--- src/sv/cfb_pkg.sv ---
package cfb_pkg;

    localparam int BYTE_W = 8;

    localparam logic [BYTE_W-1:0] HEADER_RESET = 8'hAA;
    localparam logic [BYTE_W-1:0] STATUS_RESET = 8'h00;
    localparam logic [BYTE_W-1:0] COLOUR_RESET = 8'h01;
    localparam logic [BYTE_W-1:0] LEN_STATUS   = 8'h00;
    localparam logic [BYTE_W-1:0] LEN_COLOUR   = 8'h01;

    // 0x31 with its bit order reversed
    localparam logic [BYTE_W-1:0] CRC_POLY_REFL = 8'h8C;
    localparam logic [BYTE_W-1:0] CRC_INIT      = 8'h00;

    localparam int CFG_ADDR_W = 2;
    localparam logic [CFG_ADDR_W-1:0] REG_HEADER = 2'd0;
    localparam logic [CFG_ADDR_W-1:0] REG_STATUS = 2'd1;
    localparam logic [CFG_ADDR_W-1:0] REG_COLOUR = 2'd2;

    localparam logic CMD_STATUS = 1'b0;
    localparam logic CMD_COLOUR = 1'b1;

    localparam int POS_W = 3;
    localparam logic [POS_W-1:0] POS_HEADER = 3'd0;
    localparam logic [POS_W-1:0] POS_CODE   = 3'd1;
    localparam logic [POS_W-1:0] POS_LEN    = 3'd2;
    localparam logic [POS_W-1:0] POS_DATA   = 3'd3;
    localparam logic [POS_W-1:0] POS_TAIL   = 3'd4;

    localparam int QDEPTH = 2;
    localparam int QPTR_W = (QDEPTH > 1) ? $clog2(QDEPTH) : 1;
    localparam int QCNT_W = $clog2(QDEPTH + 1);

    typedef struct packed {
        logic              kind;
        logic [BYTE_W-1:0] header;
        logic [BYTE_W-1:0] code;
        logic [BYTE_W-1:0] colour;
    } frame_desc_t;

    typedef struct packed {
        logic valid;
        logic full;
    } queue_status_t;

    function automatic logic [BYTE_W-1:0] crc8_update(
        input logic [BYTE_W-1:0] crc,
        input logic [BYTE_W-1:0] b
    );
        logic [BYTE_W-1:0] c;
        c = crc ^ b;
        for (int k = 0; k < BYTE_W; k++)
        begin
            c = c[0] ? ((c >> 1) ^ CRC_POLY_REFL) : (c >> 1);
        end
        return c;
    endfunction

endpackage

--- src/sv/cfb_front.sv ---
module cfb_front
(
    input  logic                               clk,
    input  logic                               rst_n,
    input  logic                               s_tvalid,
    output logic                               s_tready,
    input  logic [cfb_pkg::BYTE_W-1:0]         s_tdata,
    input  logic                               s_tuser,
    input  logic                               cfg_we,
    input  logic [cfb_pkg::CFG_ADDR_W-1:0]     cfg_addr,
    input  logic [cfb_pkg::BYTE_W-1:0]         cfg_wdata,
    input  cfb_pkg::queue_status_t             q_status,
    output logic                               push,
    output cfb_pkg::frame_desc_t               push_desc
);

    logic [cfb_pkg::BYTE_W-1:0] header_reg;
    logic [cfb_pkg::BYTE_W-1:0] status_code_reg;
    logic [cfb_pkg::BYTE_W-1:0] colour_code_reg;

    always_ff @(posedge clk or negedge rst_n)
    begin
        if (!rst_n)
        begin
            header_reg      <= cfb_pkg::HEADER_RESET;
            status_code_reg <= cfb_pkg::STATUS_RESET;
            colour_code_reg <= cfb_pkg::COLOUR_RESET;
        end
        else if (cfg_we)
        begin
            case (cfg_addr)
                cfb_pkg::REG_HEADER: header_reg      <= cfg_wdata;
                cfb_pkg::REG_STATUS: status_code_reg <= cfg_wdata;
                cfb_pkg::REG_COLOUR: colour_code_reg <= cfg_wdata;
                default:             ;
            endcase
        end
    end

    assign s_tready = !q_status.full;
    assign push     = s_tvalid && s_tready;

    always_comb
    begin
        push_desc.kind   = s_tuser;
        push_desc.header = header_reg;
        push_desc.code   = (s_tuser == cfb_pkg::CMD_COLOUR) ? colour_code_reg
                                                            : status_code_reg;
        push_desc.colour = s_tdata;
    end

endmodule

--- src/sv/cfb_queue.sv ---
module cfb_queue
(
    input  logic                   clk,
    input  logic                   rst_n,
    input  logic                   push,
    input  cfb_pkg::frame_desc_t   push_desc,
    input  logic                   pop,
    output cfb_pkg::frame_desc_t   head_desc,
    output cfb_pkg::queue_status_t status
);

    cfb_pkg::frame_desc_t              q_reg [cfb_pkg::QDEPTH];
    logic [cfb_pkg::QPTR_W-1:0]        wr_ptr_reg;
    logic [cfb_pkg::QPTR_W-1:0]        rd_ptr_reg;
    logic [cfb_pkg::QCNT_W-1:0]        count_reg;
    logic [cfb_pkg::QPTR_W-1:0]        wr_ptr_next;
    logic [cfb_pkg::QPTR_W-1:0]        rd_ptr_next;
    logic [cfb_pkg::QCNT_W-1:0]        count_next;

    localparam logic [cfb_pkg::QPTR_W-1:0] PTR_LAST = cfb_pkg::QPTR_W'(cfb_pkg::QDEPTH - 1);
    localparam logic [cfb_pkg::QCNT_W-1:0] CNT_FULL = cfb_pkg::QCNT_W'(cfb_pkg::QDEPTH);

    assign status.valid = (count_reg != '0);
    assign status.full  = (count_reg == CNT_FULL);
    assign head_desc    = q_reg[rd_ptr_reg];

    always_comb
    begin
        wr_ptr_next = wr_ptr_reg;
        rd_ptr_next = rd_ptr_reg;
        count_next  = count_reg;
        if (push)
        begin
            wr_ptr_next = (wr_ptr_reg == PTR_LAST) ? '0 : wr_ptr_reg + 1'b1;
        end
        if (pop)
        begin
            rd_ptr_next = (rd_ptr_reg == PTR_LAST) ? '0 : rd_ptr_reg + 1'b1;
        end
        if (push && !pop)
        begin
            count_next = count_reg + 1'b1;
        end
        else if (pop && !push)
        begin
            count_next = count_reg - 1'b1;
        end
    end

    always_ff @(posedge clk or negedge rst_n)
    begin
        if (!rst_n)
        begin
            wr_ptr_reg <= '0;
            rd_ptr_reg <= '0;
            count_reg  <= '0;
        end
        else
        begin
            wr_ptr_reg <= wr_ptr_next;
            rd_ptr_reg <= rd_ptr_next;
            count_reg  <= count_next;
        end
    end

    always_ff @(posedge clk)
    begin
        if (push)
        begin
            q_reg[wr_ptr_reg] <= push_desc;
        end
    end

    a_no_overflow: assert property (@(posedge clk) disable iff (!rst_n)
        !(push && status.full && !pop))
        else $error("queue push while full");

    a_no_underflow: assert property (@(posedge clk) disable iff (!rst_n)
        pop |-> status.valid)
        else $error("queue pop while empty");

endmodule

--- src/sv/cfb_back.sv ---
module cfb_back
(
    input  logic                       clk,
    input  logic                       rst_n,
    input  cfb_pkg::frame_desc_t       head_desc,
    input  cfb_pkg::queue_status_t     q_status,
    output logic                       pop,
    output logic                       m_tvalid,
    input  logic                       m_tready,
    output logic [cfb_pkg::BYTE_W-1:0] m_tdata,
    output logic                       m_tlast
);

    logic                        busy_reg;
    logic                        busy_next;
    logic [cfb_pkg::POS_W-1:0]   pos_reg;
    logic [cfb_pkg::POS_W-1:0]   pos_next;
    cfb_pkg::frame_desc_t        desc_reg;
    cfb_pkg::frame_desc_t        desc_next;
    logic [cfb_pkg::BYTE_W-1:0]  crc_reg;
    logic [cfb_pkg::BYTE_W-1:0]  crc_next;
    logic                        m_tvalid_reg;
    logic                        m_tvalid_next;
    logic [cfb_pkg::BYTE_W-1:0]  m_tdata_reg;
    logic [cfb_pkg::BYTE_W-1:0]  m_tdata_next;
    logic                        m_tlast_reg;
    logic                        m_tlast_next;

    cfb_pkg::frame_desc_t        src_desc;
    logic [cfb_pkg::POS_W-1:0]   src_pos;
    logic [cfb_pkg::BYTE_W-1:0]  src_crc;
    logic [cfb_pkg::BYTE_W-1:0]  cur_byte;
    logic                        cur_last;
    logic                        advance;
    logic                        emit;

    assign advance = !m_tvalid_reg || m_tready;
    assign emit    = advance && (busy_reg || q_status.valid);
    assign pop     = advance && !busy_reg && q_status.valid;

    assign src_desc = busy_reg ? desc_reg : head_desc;
    assign src_pos  = busy_reg ? pos_reg  : cfb_pkg::POS_HEADER;
    assign src_crc  = busy_reg ? crc_reg  : cfb_pkg::CRC_INIT;

    always_comb
    begin
        cur_last = 1'b0;
        case (src_pos)
            cfb_pkg::POS_HEADER: cur_byte = src_desc.header;
            cfb_pkg::POS_CODE:   cur_byte = src_desc.code;
            cfb_pkg::POS_LEN:
            begin
                cur_byte = (src_desc.kind == cfb_pkg::CMD_COLOUR) ? cfb_pkg::LEN_COLOUR
                                                                  : cfb_pkg::LEN_STATUS;
            end
            cfb_pkg::POS_DATA:
            begin
                if (src_desc.kind == cfb_pkg::CMD_COLOUR)
                begin
                    cur_byte = src_desc.colour;
                end
                else
                begin
                    cur_byte = src_crc;
                    cur_last = 1'b1;
                end
            end
            default:
            begin
                cur_byte = src_crc;
                cur_last = 1'b1;
            end
        endcase
    end

    always_comb
    begin
        busy_next     = busy_reg;
        pos_next      = pos_reg;
        desc_next     = desc_reg;
        crc_next      = crc_reg;
        m_tvalid_next = m_tvalid_reg;
        m_tdata_next  = m_tdata_reg;
        m_tlast_next  = m_tlast_reg;
        if (advance)
        begin
            m_tvalid_next = emit;
            if (emit)
            begin
                m_tdata_next = cur_byte;
                m_tlast_next = cur_last;
                busy_next    = !cur_last;
                pos_next     = src_pos + 1'b1;
                desc_next    = src_desc;
                crc_next     = cfb_pkg::crc8_update(src_crc, cur_byte);
            end
        end
    end

    always_ff @(posedge clk or negedge rst_n)
    begin
        if (!rst_n)
        begin
            busy_reg     <= 1'b0;
            m_tvalid_reg <= 1'b0;
        end
        else
        begin
            busy_reg     <= busy_next;
            m_tvalid_reg <= m_tvalid_next;
        end
    end

    always_ff @(posedge clk)
    begin
        pos_reg     <= pos_next;
        desc_reg    <= desc_next;
        crc_reg     <= crc_next;
        m_tdata_reg <= m_tdata_next;
        m_tlast_reg <= m_tlast_next;
    end

    assign m_tvalid = m_tvalid_reg;
    assign m_tdata  = m_tdata_reg;
    assign m_tlast  = m_tlast_reg;

    a_busy_pos: assert property (@(posedge clk) disable iff (!rst_n)
        busy_reg |-> (pos_reg != cfb_pkg::POS_HEADER && pos_reg <= cfb_pkg::POS_TAIL))
        else $error("serializer position out of range");

    a_pop_emits_header: assert property (@(posedge clk) disable iff (!rst_n)
        pop |=> (m_tvalid_reg && !m_tlast_reg && busy_reg))
        else $error("frame start not emitted after pop");

    a_idle_after_last: assert property (@(posedge clk) disable iff (!rst_n)
        (emit && cur_last) |=> !busy_reg)
        else $error("serializer busy after last beat");

endmodule

--- src/sv/command_frame_builder_crc8_core.sv ---
// channel | dir | handshake         | payload
// s       | in  | s_tvalid/s_tready | s_tdata[7:0] team_colour, s_tuser[0] command
// m       | out | m_tvalid/m_tready | m_tdata[7:0] frame_byte, m_tlast last_byte
// cfg     | in  | cfg_we            | cfg_addr register index, cfg_wdata value
//
// One beat leaves per cycle unless m_tready stalls the output; a status frame has 4 beats,
// a colour frame 5; the byte serializer registers the header as it pops a request.
// Requests wait in a 2-entry queue; s_tready drops only while that queue is full.
// The CRC is folded in one byte per cycle with each emitted beat unless m_tready stalls.
// Reset (rst_n low, asynchronous) empties the queue, drops m_tvalid, loads register defaults.
// A stall on m_tready holds the output beat; if requests keep arriving, the queue fills and drops s_tready.
module command_frame_builder_crc8_core
(
    input  logic                               clk,
    input  logic                               rst_n,
    input  logic                               s_tvalid,
    output logic                               s_tready,
    input  logic [7:0]                         s_tdata,  // [7:0] team_colour
    input  logic [0:0]                         s_tuser,  // [0] command
    output logic                               m_tvalid,
    input  logic                               m_tready,
    output logic [7:0]                         m_tdata,  // [7:0] frame_byte
    output logic                               m_tlast,
    input  logic                               cfg_we,
    input  logic [cfb_pkg::CFG_ADDR_W-1:0]     cfg_addr,
    input  logic [7:0]                         cfg_wdata
);

    cfb_pkg::queue_status_t q_status;
    cfb_pkg::frame_desc_t   push_desc;
    cfb_pkg::frame_desc_t   head_desc;
    logic                   push;
    logic                   pop;

    cfb_front u_front
    (
        .clk       (clk),
        .rst_n     (rst_n),
        .s_tvalid  (s_tvalid),
        .s_tready  (s_tready),
        .s_tdata   (s_tdata),
        .s_tuser   (s_tuser[0]),
        .cfg_we    (cfg_we),
        .cfg_addr  (cfg_addr),
        .cfg_wdata (cfg_wdata),
        .q_status  (q_status),
        .push      (push),
        .push_desc (push_desc)
    );

    cfb_queue u_queue
    (
        .clk       (clk),
        .rst_n     (rst_n),
        .push      (push),
        .push_desc (push_desc),
        .pop       (pop),
        .head_desc (head_desc),
        .status    (q_status)
    );

    cfb_back u_back
    (
        .clk       (clk),
        .rst_n     (rst_n),
        .head_desc (head_desc),
        .q_status  (q_status),
        .pop       (pop),
        .m_tvalid  (m_tvalid),
        .m_tready  (m_tready),
        .m_tdata   (m_tdata),
        .m_tlast   (m_tlast)
    );

endmodule

--- config.mk ---
export PLATFORM = sky130hd
export DESIGN_NAME = command_frame_builder_crc8_core
export DESIGN_NICKNAME = d
export VERILOG_FILES = /design/src/sv/cfb_pkg.sv /design/src/sv/cfb_front.sv /design/src/sv/cfb_queue.sv /design/src/sv/cfb_back.sv /design/src/sv/command_frame_builder_crc8_core.sv
export SDC_FILE = /design/constraint.sdc
export NUM_CORES = 1
export LEC_CHECK = 0
export BUFFER_PORTS_ARGS = -buffer_cell sky130_fd_sc_hd__buf_2
export CAP_MARGIN = 20
export CORE_MARGIN = 3
export CORE_UTILIZATION = 55
export DETAILED_ROUTE_END_ITERATION = 10
export GPL_ROUTABILITY_DRIVEN = 0
export PLACE_DENSITY = 0.73
export REMOVE_ABC_BUFFERS = 1
export SLEW_MARGIN = 40
export SYNTH_ARGS = -nofsm -noshare
export SYNTH_HDL_FRONTEND = slang
export SYNTH_HIERARCHICAL = 1
export SYNTH_SLANG_ARGS = --single-unit
export TNS_END_PERCENT = 100
--- constraint.sdc ---
create_clock -name clk -period 5.9 [get_ports clk]
set_clock_uncertainty 0.2 [all_clocks]
set_input_delay 0.59 -clock clk [delete_from_list [all_inputs] [get_ports clk]]
set_output_delay 0.59 -clock clk [all_outputs]
set_load 0.05 [all_outputs]
# Yosys cells after proc, flatten, opt, wreduce, memory -nomap -nowiden
# Memory sizes are Yosys's and may differ from the RTL's.
# Index checks and enable logic that the tools add are counted.
[classes]
n_bitwise = 9
muxes = 23
n_eq_ne = 6
n_addsub = 5
reduce_logical = 23
[op_table]
columns = ["op", "count"]
rows = [
  ["two-way mux 8 bit", 10],
  ["one-hot mux 8 bit (4 select lines)", 1],
  ["two-way mux 25 bit", 1],
  ["inverter 2 -> 3 bit", 8],
  ["AND reduction 2 bit", 4],
  ["bitwise XOR 8 bit", 1],
  ["equality test 3 x 2 -> 1 bit, second input constant", 2],
  ["logical AND 1 bit", 6],
  ["zero test 1 bit", 6],
  ["two-way mux 1 bit", 6],
  ["equality test 2 bit, second input constant", 2],
  ["two-way mux 2 bit", 2],
  ["two-way mux 4 bit", 1],
  ["nonzero test 2 bit", 2],
  ["adder 3 x 1 -> 3 bit, second input constant", 1],
  ["equality test 3 x 1 -> 1 bit, second input constant", 1],
  ["zero test 3 bit", 1],
  ["two-way mux 3 bit", 1],
  ["OR reduction 3 bit", 1],
  ["adder 1 bit, second input constant", 2],
  ["adder 2 x 1 -> 2 bit, second input constant", 1],
  ["equality test 2 x 1 -> 1 bit, second input constant", 1],
  ["zero test 2 bit", 1],
  ["logical OR 1 bit", 2],
  ["other kinds (2)", 2],
]
[word_totals]
ff_bits = 75
memories = 1
wordCells = 84
ramBits = 50
input_bits = 24
out_inout_bits = 11
[memory_table]
columns = ["memory", "words", "word_bits", "read_ports", "rd_clocked_by_memory_dff", "wr", "line", "text"]
rows = [
  ["u_queue.q_reg", 2, 25, 1, 0, 1, "cfb_queue.sv:12", "cfb_pkg::frame_desc_t q_reg [cfb_pkg::QDEPTH];"],
]

# Logic depth before layout (Yosys ltp)
# An unclocked memory read counts as a cell.
[logic_depth]
depth_word = 21
mapped_depth = 19
depth_no_buf = 11

# By module
# Netlist, hierarchy kept.
[modules_own_cells]
columns = ["mod", "area_each_um2", "cells_per_inst", "seq_area_each_um2", "n_inst"]
rows = [
  ["cfb_back", 2959.1, 245, 1401.3, 1],
  ["cfb_queue", 2094.5, 94, 1601.5, 1],
  ["cfb_front", 1089.8, 71, 606.8, 1],
]

# Worst setup path after synthesis
# No wires, ideal clock.
[synth_path]
path_type = "flip-flop to flip-flop"
from = "reg u_back.busy_reg"
to = "reg u_back/crc_reg[0] (netlist name) (enable)"
path_slack_ps = 1751
stages_incl_launch_ff = 9
setup_time_ps = 453
period_less_slack_ps = 4149
t_required_ps = 5247
arrival_ps = 3496
path_buffers = 6
cell_sequence = "dfrtp_1 -> buf_6 -> buf_6 -> buf_6 -> buf_4 -> buf_2 -> buf_2 -> nor2_1 -> nor2b_1"
[synth_between]
elab_chain_len = 3
[synth_lines]
columns = ["item", "line", "text"]
rows = [
  ["start, declared", "cfb_back.sv:14", "logic busy_reg;"],
  ["start signal, assigned", "cfb_back.sv:109", "busy_reg <= busy_next;"],
  ["logical OR 1 bit", "cfb_back.sv:38", "assign emit = advance && (busy_reg || q_status.valid);"],
  ["logical AND 1 bit", "cfb_back.sv:38", ""],
  ["net u_back.emit", "cfb_back.sv:35", "logic emit;"],
  ["AND reduction 2 bit (no line)", "-", ""],
  ["end signal, assigned", "cfb_back.sv:118", "crc_reg <= crc_next;"],
  ["end, declared", "cfb_back.sv:20", "logic [cfb_pkg::BYTE_W-1:0] crc_reg;"],
]
# The timed path passes the listed nets, and every way through them passes these cells.
# A chain may end at the register's enable or synchronous reset.

# Worst setup path after layout
[layout_path]
from = "reg u_back.busy_reg"
to = "reg u_back/crc_reg[6] (netlist name), data pin"
[layout_between]
elab_chain_len = 13
word_cells_on_any_way = 21
cone_classes = "3 x eq/ne; 13 x mux; 4 x bitwise; 1 x reduce/logical"
[layout_lines]
columns = ["item", "line", "text"]
rows = [
  ["two-way mux 3 bit, or another cell as far along", "cfb_back.sv:42", "assign src_pos = busy_reg ? pos_reg : cfb_pkg::POS_HEADER;"],
  ["equality test 3 x 2 -> 1 bit, or another cell as far along", "cfb_back.sv:48", "case (src_pos)"],
  ["one-hot mux 8 bit (4 select lines)", "cfb_back.sv:48", ""],
  ["bitwise XOR 8 bit *", "cfb_pkg.sv:51", "c = crc ^ b;"],
  ["two-way mux 8 bit * (2 in a row)", "cfb_pkg.sv:54", "c = c[0] ? ((c >> 1) ^ CRC_POLY_REFL) : (c >> 1);"],
  ["inverter 2 -> 3 bit (no line)", "-", ""],
  ["two-way mux 8 bit *", "cfb_pkg.sv:54", ""],
  ["inverter 2 -> 3 bit (no line)", "-", ""],
  ["two-way mux 8 bit * (4 in a row)", "cfb_pkg.sv:54", ""],
]
# Every way passes the cells marked *; elsewhere a longest branch is shown, timed or not.

==> out/summary.json <==
{
  "run_status": {"value": "completed"},
  "grt.overflow.total": {"value": 0},
  "post_cts_resize_count": {"value": 0},
  "setup_violations": {"value": 0},
  "grt_start_max_net_pins": {"value": 56},
  "maxSlewViolCount": {"value": 0},
  "endpoint_kind": {"value": "flip-flop"},
  "detail_route.wl_per_cell": {"value": 17.9, "unit": "µm"},
  "ir_worst_vdd": {"value": 511, "unit": "µV"},
  "hold_start": {"value": "s_tdata[1]"},
  "timing.hold.worst.class": {"value": "in -> reg"},
  "crit_required": {"value": 5.95, "unit": "ns"},
  "worst_slew_margin_rel": {"value": 0.449},
  "routed_wirelength": {"value": 10500, "unit": "µm"},
  "remaining_drc_errors": {"value": 0},
  "post_synth_instance_area": {"value": 6140, "unit": "µm²"},
  "share_of_layout_cells_above_drive_strength_1": {"value": 0.406},
  "place_worst_setup_slack": {"value": 2.04, "unit": "ns"},
  "final-hold-violation-count": {"value": 0},
  "finalNetCount": {"value": 470},
  "instances_no_fill": {"value": 589},
  "clk_pin_slew_worst_paths": {"value": 0.06, "unit": "ns"},
  "power.share.combinational": {"value": 0.424},
  "worst-slew-pin-transition": {"value": 0.827, "unit": "ns"},
  "syn-instance-count": {"value": 410},
  "io_buffer_count": {"value": 34},
  "drtIter0Drc": {"value": 210},
  "dr.pass1.iters": {"value": 4},
  "tritoncts_clock_tree": {"value": "yes"},
  "final_antenna_net_count": {"value": 0},
  "timing.rr.end": {"value": "u_back/crc_reg[6]"},
  "worst-path-max-fanout": {"value": 55},
  "timing.hold.worst_path_depth": {"value": 1},
  "final_design_area_no_fill": {"value": 6910, "unit": "µm²"},
  "rsz0062_at_grt": {"value": "no"},
  "dominantRegCellSynth": {"value": "edfxtp_1"},
  "critical_path.startpoint_type": {"value": "flip-flop"},
  "cts_root_buf": {"value": "clkbuf_8"},
  "vias": {"value": 3308},
  "yosysTopAreaCellShare": {"value": 0.464},
  "core": {"value": 10600, "unit": "µm²"},
  "worst_hold_path.endpoint": {"value": "u_queue/q_reg[0][1]"},
  "p_seq_frac": {"value": 0.359},
  "reg2regPathDepth": {"value": 10},
  "clk-insertion-delay-late": {"value": 0.50, "unit": "ns"},
  "p_total": {"value": 4.70, "unit": "mW"},
  "worst-setup-path-type": {"value": "reg -> reg"},
  "net_load_switching_power": {"value": 1.67, "unit": "mW"},
  "max-cap-violations": {"value": 0},
  "layout-area-overhead-vs-synth": {"value": 12.5, "unit": "%"},
  "finalCritPeriodShare": {"value": 0.660},
  "die_h": {"value": 112, "unit": "µm"},
  "timing.critical_path.arrival": {"value": 3.94, "unit": "ns"},
  "hpwl": {"value": 7100, "unit": "µm"},
  "power.density": {"value": 680, "unit": "nW/µm²"},
  "yosys.cell_types.count": {"value": 62},
  "worst_slack": {"value": 2.01, "unit": "ns"},
  "post_place_instance_area": {"value": 6300, "unit": "µm²"},
  "synth_async_sr_flop_share": {"value": 0.240},
  "clock_sink_count": {"value": 125},
  "synth-edff-count": {"value": 95},
  "period_minus_slack": {"value": 3.89, "unit": "ns"},
  "switching_share": {"value": 0.354},
  "timing.hold.ws": {"value": 0.0727, "unit": "ns"},
  "post-route-util": {"value": 0.652},
  "cts_max_level": {"value": 4},
  "ctsLongestPathBuffers": {"value": 2},
  "maxClockFrequency": {"value": 257, "unit": "MHz"},
  "first_global_vias": {"value": 3504},
  "std_cell_rows": {"value": 37},
  "postSynthRegisterBits": {"value": 125},
  "grt_antenna_before_repair": {"value": 0},
  "die-area": {"value": 12500, "unit": "µm²"},
  "starting_density_of_the_core": {"value": 0.579},
  "yosys.area.top_type": {"value": "edfxtp_1"},
  "cts-buffers-inserted": {"value": 17},
  "power.share.clock": {"value": 0.217},
  "power.leakage": {"value": 2.71, "unit": "nW"},
  "viasPerCell": {"value": 5.62},
  "grt_pass1_wl": {"value": 17500, "unit": "µm"},
  "dpl.cell_count": {"value": 556},
  "max_reg_flops": {"value": 50},
  "synth.yosys.warnings": {"value": 6},
  "design_internal_power": {"value": 3.03, "unit": "mW"},
  "die_width": {"value": 112, "unit": "µm"},
  "ys_seq_area_frac": {"value": 0.588},
  "grt.total_usage": {"value": 0.179},
  "fin_setup_tns": {"value": 0, "unit": "ns"},
  "ys_top_cells_by_area": {"value": "edfxtp_1 (46%), mux2_2 (11%), dfrtp_1 (10%), mux2_4 (5.4%), dfstp_2 (2.1%)"},
  "n_antenna_cell": {"value": 0},
  "worst_r2r_startpoint": {"value": "u_back/busy_reg"},
  "syn_area_per_cell": {"value": 15.0, "unit": "µm²"},
  "ff2ff_setup_slack": {"value": 2.01, "unit": "ns"},
  "num_io_pins": {"value": 35}
}
## power groups by stage
stage	combinational, mW	sequential, mW	clock (mW)
after floorplan	1.47	1.79	0
after global placement	1.93	1.69	0
after detailed placement	1.99	1.70	0
after CTS	2.00	1.69	1.04
after global routing	2.17	1.73	1.09
final	1.99	1.69	1.02
## how the worst max path moves through the flow
stage,startpoint,end,slack [ns],depth (start not counted)
2_1_floorplan,u_back/busy_reg,u_back/crc_reg[0],1.33,2
3_3_place_gp,u_back/busy_reg,u_back/crc_reg[6],2.14,10
3_5_place_dp,u_back/busy_reg,u_back/crc_reg[6],2.04,10
4_1_cts,u_back/busy_reg,u_back/crc_reg[6],2.02,10
5_1_grt,u_back/busy_reg,u_back/crc_reg[6],1.76,10
6_report,u_back/busy_reg,u_back/crc_reg[6],2.01,10
## cells in the final DEF (no fill, tap or decap), types with 5 or more instances in the layout
master | synthesis | final
mux2i_1 | 8 | 8
buf_2 | 4 | 34
nand2_1 | 21 | 21
a21oi_1 | 15 | 15
nor2_1 | 16 | 16
a21o_1 | 6 | 6
mux2_2 | 61 | 61
clkbuf_16 | 0 | 19
o21a_1 | 5 | 5
xnor2_1 | 8 | 8
ha_1 | 6 | 6
dfstp_2 | 5 | 5
mux2_4 | 22 | 22
xor2_1 | 8 | 8
edfxtp_1 | 95 | 95
dfrtp_1 | 25 | 23
inv_1 | 8 | 8
o21ai_0 | 7 | 7
## final cells by class
cell class / count / area, µm²
clock inverter: 8 / 72.6
sequential: 125 / 3610
tap: 136 / 170
fill: 768 / 3690
timing repair buffer: 39 / 210
inverter: 8 / 30.0
multi-input combinational: 249 / 2280
clock buffer: 24 / 534
## worst max-delay path, cell delays in order (launching register included)
cell,delay [ns]
dfrtp_2,0.64
buf_4,0.59
nand2_1,0.35
ha_1,0.38
inv_1,0.20
a211oi_1,0.11
or4_1,0.58
a21oi_1,0.18
nor3_2,0.09
xor2_1,0.16
xnor2_1,0.14
## cells in the mapped netlist (3+ instances only)
cell type and instances:
or2_2 3, o21a_1 5, a221oi_1 4, a21o_1 6, and3b_1 3, buf_2 4
nand2_1 21, dfstp_2 5, buf_4 11, o21ai_0 7, inv_1 8, clkbuf_1 3
buf_6 5, a21oi_1 15, edfxtp_1 95, xnor2_1 8, mux2_2 61, a22o_1 3
mux2_4 22, ha_1 6, a31oi_1 4, nor2b_1 6, and2_1 5, xor2_1 8
dfrtp_1 25, mux2i_1 8, nor2_1 16
## metal layers
metal / GRT usage / wire, µm / part of all wire / vias up
met4: 0.0697 / 91 / 0.0087 / 0
met3: 0.0435 / 342 / 0.033 / 8
met1: 0.233 / 4740 / 0.45 / 1642
met5: 0 / 0 / 0 / -
li1: - / - / - / 1595
met2: 0.291 / 5340 / 0.51 / 63
## cells by family after synthesis
kind of cell,synth area share
muxes,0.179
adders and majority gates,0.0122
buffers and inverters,0.0426
and+or+nand+nor,0.0597
xor gates and xnor gates,0.0308
AOI/OAI and AO/OA,0.0886
DFF,0.588
## what timing repair did
action | 4_1_cts | 5_1_grt
hold buffers | 1 | 0
hold endpoints to repair | 25 | 0
setup buffers | 0 | 0
Note: power is estimated with default switching activity, not from simulation.
